### config.mk
export PLATFORM = sky130hd
export DESIGN_NAME = dos_datetime_to_epoch_ms
export DESIGN_NICKNAME = d
export VERILOG_FILES = /design/src/rtl/core/dos_dt_pkg.sv /design/src/rtl/core/dos_datetime_to_epoch_ms.sv
export SDC_FILE = /design/constraint.sdc
export NUM_CORES = 1
export LEC_CHECK = 0
export BUFFER_PORTS_ARGS = -buffer_cell sky130_fd_sc_hd__buf_2
export CAP_MARGIN = 40
export CORE_ASPECT_RATIO = 0.75
export CORE_UTILIZATION = 58
export DETAILED_ROUTE_END_ITERATION = 10
export PLACE_DENSITY = 0.79
export SYNTH_ARGS = -nofsm -noshare
export SYNTH_HDL_FRONTEND = slang
export SYNTH_SLANG_ARGS = --single-unit
### constraint.sdc
create_clock -name clk -period 5.25 [get_ports clk]
set_input_delay 0.525 -clock clk [delete_from_list [all_inputs] [get_ports clk]]
set_output_delay 0.525 -clock clk [all_outputs]
set_load 0.005 [all_outputs]
### src/rtl/core/dos_dt_pkg.sv
// ----------------------------------------------------------------------------
// dos_dt_pkg
// Shared constants, widths and the cumulative month table for the
// FAT/DOS timestamp to epoch millisecond converter.
// ----------------------------------------------------------------------------
package dos_dt_pkg;

    // field and intermediate widths
    localparam int DateW    = 16;
    localparam int TimeW    = 16;
    localparam int TenthW   = 8;
    localparam int OutW     = 42;
    localparam int DaysW    = 16;   // days since epoch, max about 50500
    localparam int MonDaysW = 9;    // days before month, max 335
    localparam int TodW     = 17;   // seconds of day, max 115442
    localparam int SecsW    = 33;   // seconds since epoch
    localparam int TenMsW   = 11;   // tenths in ms, max 1990

    // calendar constants
    localparam int unsigned YearsToBase = 10;    // 1980 - 1970
    localparam int unsigned DaysPerYear = 365;
    localparam int unsigned SecPerDay   = 86400;
    localparam int unsigned SecPerHour  = 3600;
    localparam int unsigned SecPerMin   = 60;
    localparam int unsigned MsPerSec    = 1000;
    localparam int unsigned MsPerTenth  = 10;
    localparam int unsigned TenthsMax   = 199;
    localparam int unsigned Year2100Off = 120;   // 2100 - 1980, not a leap year
    localparam int unsigned Year2101Off = 121;
    localparam int unsigned MaxDays     = 50600;

    // months, after clamping to 1..12
    typedef enum logic [3:0] {
        MON_JAN = 4'd1,
        MON_FEB = 4'd2,
        MON_MAR = 4'd3,
        MON_APR = 4'd4,
        MON_MAY = 4'd5,
        MON_JUN = 4'd6,
        MON_JUL = 4'd7,
        MON_AUG = 4'd8,
        MON_SEP = 4'd9,
        MON_OCT = 4'd10,
        MON_NOV = 4'd11,
        MON_DEC = 4'd12
    } month_t;

    // days before the first of the month in a common year
    function automatic logic [MonDaysW-1:0] days_before_month(input month_t mon);
        logic [MonDaysW-1:0] d;
        begin
            unique case (mon)
                MON_JAN: d = 9'd0;
                MON_FEB: d = 9'd31;
                MON_MAR: d = 9'd59;
                MON_APR: d = 9'd90;
                MON_MAY: d = 9'd120;
                MON_JUN: d = 9'd151;
                MON_JUL: d = 9'd181;
                MON_AUG: d = 9'd212;
                MON_SEP: d = 9'd243;
                MON_OCT: d = 9'd273;
                MON_NOV: d = 9'd304;
                MON_DEC: d = 9'd334;
                default: d = 9'd0;
            endcase
            return d;
        end
    endfunction

endpackage

### src/rtl/core/dos_datetime_to_epoch_ms.sv
// ----------------------------------------------------------------------------
// dos_datetime_to_epoch_ms
// Converts a packed FAT/DOS date word, time word and tenths byte into
// milliseconds since 1970-01-01 00:00:00, one request per cycle unless the output stalls.
// ----------------------------------------------------------------------------
//
// Usage:
//   Input channel (in_valid / in_ready) carries date_word, time_word and
//   tenth_units; the output channel (out_valid / out_ready) carries
//   epoch_ms. A request is taken on an edge where valid and ready are high.
//   A zero date word gives zero; month is clamped to 1..12, day 0 reads as
//   day 1, tenths count only when 1..199.
//
//   From acceptance to out_valid a request passes through four register
//   stages: field decode, day count, day-to-seconds multiply, and
//   seconds-to-ms multiply with the tenths add. Throughput is one request
//   per cycle while the receiver does not stall; the 16x17 and 33x10 constant multiplies set the stage depth.
//
//   Each stage has its own valid bit and loads when it is empty or when the
//   stage after it moves, so bubbles close up while the receiver stalls and
//   in_ready only drops once all four stages hold requests.
//   Reset clears the valid bits; no request is lost or repeated across a
//   stall. The payload registers are not reset.
//
module dos_datetime_to_epoch_ms (
    input  logic                          clk,
    input  logic                          rst_n,
    input  logic                          in_valid,
    output logic                          in_ready,
    input  logic [dos_dt_pkg::DateW-1:0]  date_word,
    input  logic [dos_dt_pkg::TimeW-1:0]  time_word,
    input  logic [dos_dt_pkg::TenthW-1:0] tenth_units,
    output logic                          out_valid,
    input  logic                          out_ready,
    output logic [dos_dt_pkg::OutW-1:0]   epoch_ms
);
    import dos_dt_pkg::*;

    // stage valid bits
    logic v1_reg, v2_reg, v3_reg, v4_reg;
    logic en1, en2, en3, en4;

    // stage 1 payload
    logic [DaysW-1:0]    ydays1_reg;
    logic [MonDaysW-1:0] mdays1_reg;
    logic [4:0]          day01_reg;
    logic [TodW-1:0]     tod1_reg;
    logic [TenMsW-1:0]   tenms1_reg;
    logic                zero1_reg;

    // stage 2 payload
    logic [DaysW-1:0]    days2_reg;
    logic [TodW-1:0]     tod2_reg;
    logic [TenMsW-1:0]   tenms2_reg;
    logic                zero2_reg;

    // stage 3 payload
    logic [SecsW-1:0]    secs3_reg;
    logic [TenMsW-1:0]   tenms3_reg;
    logic                zero3_reg;

    // stage 4 payload
    logic [OutW-1:0]     ms4_reg;

    // decode signals
    logic [6:0]          year_off;
    logic [3:0]          mon_raw;
    logic [4:0]          day_raw;
    logic [4:0]          hour_f;
    logic [5:0]          min_f;
    logic [4:0]          sec2_f;
    month_t              mon;
    logic                leap_year;
    logic [7:0]          years_since;
    logic [7:0]          leap_base;
    logic [5:0]          leap_cnt;
    logic [DaysW-1:0]    ydays1_next;
    logic [MonDaysW-1:0] mdays1_next;
    logic [4:0]          day01_next;
    logic [TodW-1:0]     tod1_next;
    logic [TenMsW-1:0]   tenms1_next;
    logic [DaysW-1:0]    days2_next;
    logic [SecsW-1:0]    secs3_next;
    logic [OutW-1:0]     ms4_next;

    // per-stage flow control
    assign en4      = !v4_reg || out_ready;
    assign en3      = !v3_reg || en4;
    assign en2      = !v2_reg || en3;
    assign en1      = !v1_reg || en2;
    assign in_ready = en1;

    // field extraction
    assign year_off = date_word[15:9];
    assign mon_raw  = date_word[8:5];
    assign day_raw  = date_word[4:0];
    assign hour_f   = time_word[15:11];
    assign min_f    = time_word[10:5];
    assign sec2_f   = time_word[4:0];

    // month clamp
    always_comb
    begin
        priority if (mon_raw == 4'd0)
            mon = MON_JAN;
        else if (mon_raw > 4'(MON_DEC))
            mon = MON_DEC;
        else
            mon = month_t'(mon_raw);
    end

    // year base 1980 is a multiple of four, so the low bits tell leap years
    assign leap_year = (year_off[1:0] == 2'd0) && (year_off != 7'(Year2100Off));

    // leap years from 1970 through the year before: 1972, 1976, ... minus 2100
    assign years_since = 8'(year_off) + 8'(YearsToBase);
    assign leap_base   = 8'(year_off) + 8'd7;
    assign leap_cnt    = 6'(leap_base >> 2) + 6'd1
                       - ((year_off >= 7'(Year2101Off)) ? 6'd1 : 6'd0);

    // stage 1 next values
    always_comb
    begin
        ydays1_next = DaysW'(years_since) * DaysW'(DaysPerYear) + DaysW'(leap_cnt);
        mdays1_next = days_before_month(mon)
                    + (((mon > MON_FEB) && leap_year) ? 9'd1 : 9'd0);
        day01_next  = (day_raw == 5'd0) ? 5'd0 : day_raw - 5'd1;
        tod1_next   = TodW'(hour_f) * TodW'(SecPerHour)
                    + TodW'(min_f) * TodW'(SecPerMin)
                    + TodW'({sec2_f, 1'b0});
        if ((tenth_units != 8'd0) && (tenth_units <= 8'(TenthsMax)))
            tenms1_next = TenMsW'(tenth_units) * TenMsW'(MsPerTenth);
        else
            tenms1_next = '0;
    end

    // stage 2, 3 and 4 next values
    assign days2_next = ydays1_reg + DaysW'(mdays1_reg) + DaysW'(day01_reg);
    assign secs3_next = SecsW'(days2_reg) * SecsW'(SecPerDay) + SecsW'(tod2_reg);
    assign ms4_next   = zero3_reg ? '0
                      : OutW'(secs3_reg) * OutW'(MsPerSec) + OutW'(tenms3_reg);

    // valid bits
    always_ff @(posedge clk or negedge rst_n)
    begin
        if (!rst_n)
        begin
            v1_reg <= 1'b0;
            v2_reg <= 1'b0;
            v3_reg <= 1'b0;
            v4_reg <= 1'b0;
        end
        else
        begin
            if (en1)
                v1_reg <= in_valid;
            if (en2)
                v2_reg <= v1_reg;
            if (en3)
                v3_reg <= v2_reg;
            if (en4)
                v4_reg <= v3_reg;
        end
    end

    // stage payload registers
    always_ff @(posedge clk)
    begin
        if (en1 && in_valid)
        begin
            ydays1_reg <= ydays1_next;
            mdays1_reg <= mdays1_next;
            day01_reg  <= day01_next;
            tod1_reg   <= tod1_next;
            tenms1_reg <= tenms1_next;
            zero1_reg  <= (date_word == '0);
        end
        if (en2 && v1_reg)
        begin
            days2_reg  <= days2_next;
            tod2_reg   <= tod1_reg;
            tenms2_reg <= tenms1_reg;
            zero2_reg  <= zero1_reg;
        end
        if (en3 && v2_reg)
        begin
            secs3_reg  <= secs3_next;
            tenms3_reg <= tenms2_reg;
            zero3_reg  <= zero2_reg;
        end
        if (en4 && v3_reg)
            ms4_reg <= ms4_next;
    end

    assign out_valid = v4_reg;
    assign epoch_ms  = ms4_reg;

    // input only stalls with every stage full and the receiver stalled
    a_full_stall: assert property (@(posedge clk) disable iff (!rst_n)
        !in_ready |-> (v1_reg && v2_reg && v3_reg && v4_reg && !out_ready))
        else $error("input stalled with an empty stage");

    // an accepted request lands in stage one
    a_accept_lands: assert property (@(posedge clk) disable iff (!rst_n)
        (in_valid && in_ready) |=> v1_reg)
        else $error("accepted request lost at stage one");

    // a stage holding a request keeps it while the next stage is blocked
    a_stage3_hold: assert property (@(posedge clk) disable iff (!rst_n)
        (v3_reg && !en4) |=> (v3_reg && $stable(secs3_reg)))
        else $error("stage three request dropped during stall");

    // day count stays within the calendar range
    a_days_range: assert property (@(posedge clk) disable iff (!rst_n)
        v2_reg |-> (days2_reg <= DaysW'(MaxDays)))
        else $error("day count out of range");

endmodule

# After elaboration in Yosys (flattened, before gate mapping)
# Memories as Yosys holds them, arrays and structs flattened.
# Cells that the tools add are included.
dict set report totals {
  word_cells 68
  romBits 144
  inputBits 44
  out_inout_bits 44
  memories 1
  regBits 195
}
dict set report op_classes {
  multipliers 6
  n_reduce_logical 20
  add_sub_neg 13
  muxes 4
  n_lt_le_gt_ge 4
  eq_ne 1
}
# name depth word_bits rd rd_ports_with_merged_regs write_ports line_no
set mem_list {}
lappend mem_list {{(name not given)} 16 9 1 0 0 dos_dt_pkg.sv:52} ;# unique case (mon)
# op count
set op_table {}
lappend op_table {{$add A42 B11 Y42} 1}
lappend op_table {{$mul A33 B7 Y39 const B} 1}
lappend op_table {{$add A33 B17 Y33} 1}
lappend op_table {{$mul A16 B10 Y26 const B} 1}
lappend op_table {{$add A17 B12 Y17} 1}
lappend op_table {{$add A17 B6 Y17} 1}
lappend op_table {{$add A16 B5 Y16} 1}
lappend op_table {{$add A16 B6 Y16} 1}
lappend op_table {{$add A16 B9 Y16} 1}
lappend op_table {{$logic_not A16 Y1} 1}
lappend op_table {{$mul A8 B9 Y16 const B} 1}
lappend op_table {{$mul A5 B8 Y13 const B} 1}
lappend op_table {{$mul A6 B4 Y10 const B} 1}
lappend op_table {{$mul A8 B3 Y10 const B} 1}
lappend op_table {{$add A9 B1 Y9} 1}
lappend op_table {{$add A7 B3 Y8 const B} 1}
lappend op_table {{$add A7 B4 Y8 const B} 1}
lappend op_table {{$le A8 B8 Y1 const B} 1}
lappend op_table {{$mux W4} 2}
lappend op_table {{$reduce_bool A8 Y1} 1}
lappend op_table {{$ge A7 B7 Y1 const B} 1}
lappend op_table {{$logic_and A1 B1 Y1} 7}
lappend op_table {{$ne A7 B7 Y1 const B} 1}
lappend op_table {{$add A6 B1 Y6 const B} 1}
lappend op_table {{other kinds (10)} 17}

# Logic depth before layout (Yosys ltp)
dict set report depth {
  word_depth 7
  ltp_mapped 29
  depth_no_buf 29
}

# Least setup slack after synthesis
# No wires, ideal clock.
dict set report synth_path {
  kind {input to register}
  from {input date_word[12] (netlist bit)}
  to {register ydays1_reg[15], data pin}
  required_time_ns 4.982
  t_arrival_ns 5.685
  setup_time_ns 0.268
  cell_stages 27
  n_path_buf 1
  path_slack_ns -0.702
  path_cell_list {clkbuf_1 and3_1 nand2_1 or2_2 ha_1 ha_1 inv_1 ha_1 o21bai_1 a21oi_1 xnor2_1 ha_1 fa_1 ha_1 inv_1 fa_1 inv_1 ha_1 nor2b_1 o21ai_0 a21boi_0 o21ai_0 a21boi_0 o21ai_0 a21oi_1 o41ai_1 xnor2_1}
}
dict set report synth_via {
  elab_chain_len 4
  word_cells_on_any_way 8
  cone_classes {add/sub (5); mul (1); order compare (1); mux (1)}
}
# element line_no
set synth_lines {}
lappend synth_lines {{start, declared} dos_datetime_to_epoch_ms.sv:30} ;# input logic [dos_dt_pkg::DateW-1:0] date_word,
lappend synth_lines {{branches (longest 3 deep; another with $mul A8 B9 Y16)} --}
lappend synth_lines {{$add A16 B6 Y16 (*)} dos_datetime_to_epoch_ms.sv:124} ;# ydays1_next = DaysW'(years_since) * DaysW'(DaysPerYear) + DaysW'(leap_cnt);
lappend synth_lines {{named net ydays1_next[15]} dos_datetime_to_epoch_ms.sv:77} ;# logic [DaysW-1:0] ydays1_next;
lappend synth_lines {{end signal, assigned} dos_datetime_to_epoch_ms.sv:171} ;# ydays1_reg <= ydays1_next;
lappend synth_lines {{end, declared} dos_datetime_to_epoch_ms.sv:44} ;# logic [DaysW-1:0] ydays1_reg;
# Mark *: on every way through the listed nets, which the timed path passes.
# A chain may end at the register's enable or synchronous reset.

# Worst setup path in the final report
dict set report layout_path {
  from {register secs3_reg[2]}
  to {register ms4_reg[40] (netlist: epoch_ms[40]), data pin}
}
dict set report layout_via {
  elab_chain_len 2
}
# element line_no
set layout_lines {}
lappend layout_lines {{start, declared} dos_datetime_to_epoch_ms.sv:58} ;# logic [SecsW-1:0] secs3_reg;
lappend layout_lines {{start signal, assigned} dos_datetime_to_epoch_ms.sv:187} ;# secs3_reg <= secs3_next;
lappend layout_lines {{$mul A33 B7 Y39} dos_datetime_to_epoch_ms.sv:141} ;# : OutW'(secs3_reg) * OutW'(MsPerSec) + OutW'(tenms3_reg);
lappend layout_lines {{$add A42 B11 Y42} dos_datetime_to_epoch_ms.sv:141}
lappend layout_lines {{end signal, assigned} dos_datetime_to_epoch_ms.sv:192} ;# ms4_reg <= ms4_next;
lappend layout_lines {{end, declared} dos_datetime_to_epoch_ms.sv:63} ;# logic [OutW-1:0] ms4_reg;
# No other way between the ends.

==> impl_results.md <==
* Syn_nets at 2720
* Simple-gate portion of the synthesized area at 11.2%
* First-pass detailed-route iteration total at 5
* Critical Path Sink Type: flop
* Global-route usage over all layers at a little over a quarter
* Compound-Gate Fraction of Synth Area at 12.0%
* Reg2reg setup slack at -340 ps
* Nets@finish at roughly 3100
* Hpwl dp at 40300 um
* Mux share of post-synthesis cell area at less than 1%
* Register area share after synthesis at 25.9%
* Skew-Pair Late Insertion Delay at approximately 470 ps
* Required time of the worst setup path at 5470 ps
* Setup crit start kind: flop
* Fill cells at 2263
* Share of layout cells above drive strength 1 at 30.5%
* Vias in the first global route at 17600
* Starting density of the core at 58.8%
* Register bit total from synthesis at around 190
* Port Buffers at 86
* GPL Wtd Cong at 0.928
* Area share of fa/ha/maj cells after synthesis at 36.8%
* Synth Instances at about 2200
* Reg2reg path depth at 16
* Post-synthesis xor/xnor area fraction at under 10%
* Status: finished with violations
* Full die area at 38300 um2
* Data arrival, critical path at 5810 ps
* Max-Cap Viols at 0
* Synth cell types at 91
* Skew final at 24.8 ps
* Rows at 61
* Routed WL at ~55000 um
* Diodes inserted at 0
* DR vias at approximately 17000
* Fmax at 0.179 GHz
* Most common cell after layout, fill and taps aside: buf_4
* Most frequent cells in the layout: buf_4, inv_1, ha_1
* Max-slew violation count at 0
* CTS tree: done
* Vias/cell at around 5.6
* Post-synth EDFFs at 184
* Max reg flops at 41
* Synth warn at 0
* IO Pins at 88
* FF-to-FF End: epoch_ms[40]
* Avg Cell Area, Syn at 10.1 um2
* Hold Path End: tod1_reg[1]
* Final setup viols at 18
* Clock-pin slew on the worst setup and hold paths at 80 ps
* Hold Path Class: in2reg
* Unrepaired setup endpoints after global routing: true
* Area grow syn2layout at 27.4%
* Slew HR at 38.1%
* HP Start: time_word[0]
* Wire length per cell at between 15 and 20 um
* Mapped cell area at 21700 um2
* Total Neg Setup Slack at -3100 ps
* Worst Slack Setup Final at -341 ps
* Fin Hold WS at 241 ps
* Die width at roughly 230 um
* Cts bufs inserted at 17
* Sink Count at 188
* Initial DRC Count at approximately 960
* H-tree levels at 4
* Setup Crit Path Kind: reg2reg
* Violated checks: negative setup slack
* GRT overflow at 0
* Hold Vio Cnt, Final at 0
* CTS Buffer Depth at 2
* First-pass GRT wire length at 82600 um
* ANT nets after route at 0
* Fin util at 74.8%
* Critical R2R Launch: secs3_reg[2]
* Worst slew pin tran at 929 ps
* Final worst path period share at 107%
* FF+latch area at around 5600 um2
* Fin crit period at 5590 ps
* Largest net degree at the start of global routing at 58
* Ys flop type: edfxtp_1
* Die Span Y at 170 um
* Core area at 37000 um2
* Dpl ws at -713 ps
* DRC viols at 0
* Post-synth ARST share at 2.13%
* CP max FO at 5
* Hold path depth at 1
* Root cell of the clock tree: clkbuf_16
* Main combinational cell family by area after synthesis: adder cells
* Initial antenna violation count at 0
* Multi-input logic area at 16200 um2
==> how the worst max path moves through the flow <==
stage / start / end
after floorplan: date_word[10] / ydays1_reg[15]
after global placement: secs3_reg[1] / epoch_ms[41]
after detailed placement: secs3_reg[2] / epoch_ms[41]
after CTS: secs3_reg[13] / epoch_ms[40]
after global routing: secs3_reg[2] / epoch_ms[40]
final: secs3_reg[2] / epoch_ms[40]
==> area by class of cell <==
type,count,area share (%)
inverters,382,5.22
clock inverters,15,0.569
well taps,504,2.28
clock buffers,17,1.54
flip-flops and latches,188,20.3
repair buffers,440,11.6
multi-input cells,1542,58.5
==> kinds of logic after synthesis <==
| kind of cell | count (synthesis) |
|---|---|
| buffers and inverters | 425 |
| xor gates and xnor gates | 144 |
| muxes | 17 |
| and+or+nand+nor | 472 |
| DFF | 188 |
| other | 1 |
| AOI/OAI and AO/OA | 387 |
| adders and majority gates | 521 |
==> worst max-delay path, cell delays in order (launching register included) <==
cell and delay, ps:
edfxtp_1 470, fa_1 670, inv_2 70, fa_1 460, fa_1 500, fa_1 440
inv_1 120, ha_4 230, buf_4 160, o21a_4 210, o221ai_4 310, a211oi_4 140
o21ai_0 430, o2111ai_4 240, a21o_1 270, nor4_4 320, mux2_4 320
==> synthesized netlist by cell type (16+ instances only) <==
cell type  instances  area, um2
fa_1             197       3940
nand4_1           23        144
clkbuf_1          26       97.6
xor2_1            47        412
o21ai_0           65        325
and3_1            19        119
a21oi_1          107        536
nor2_1           125        469
ha_1             324       4050
nor2b_1           31        194
nand3_1           38        190
nand2_1          101        379
inv_1            382       1430
xnor2_1           95        832
and2_1            16        100
nor3_1            35        175
edfxtp_1         184       5530
nand2b_1          17        106
a21o_1            45        338
==> per-stage QoR <==
stage / std cells / area, um2
6_report: 3088 / 27700
2_1_floorplan: 2155 / 22100
5_1_grt: 3088 / 27700
4_1_cts: 3051 / 26500
3_3_place_gp: 3004 / 25200
3_5_place_dp: 3007 / 25300
==> timing repair <==
item                                   4_1_cts  5_1_grt
endpoints found under the hold margin        4        0
gates resized for setup                    109      193
pin swaps                                   34      123
hold buffers                                 1        0
setup buffers                               11       37
cloned                                       0        0
setup endpoints to repair                   32       37
==> routing by layer <==
metal | routed length (um) | GRT usage, % | share of wire (%)
met5 | 0 | 0 | 0
met2 | 27600 | 48.6 | 51
met1 | 22700 | 34.0 | 42
met3 | 2530 | 2.82 | 4.6
met4 | 1730 | 7.63 | 3.2
Power is left out: the tool's default activity adds up to more than one toggle a clock period on the data nets, which glitch-free logic cannot reach.
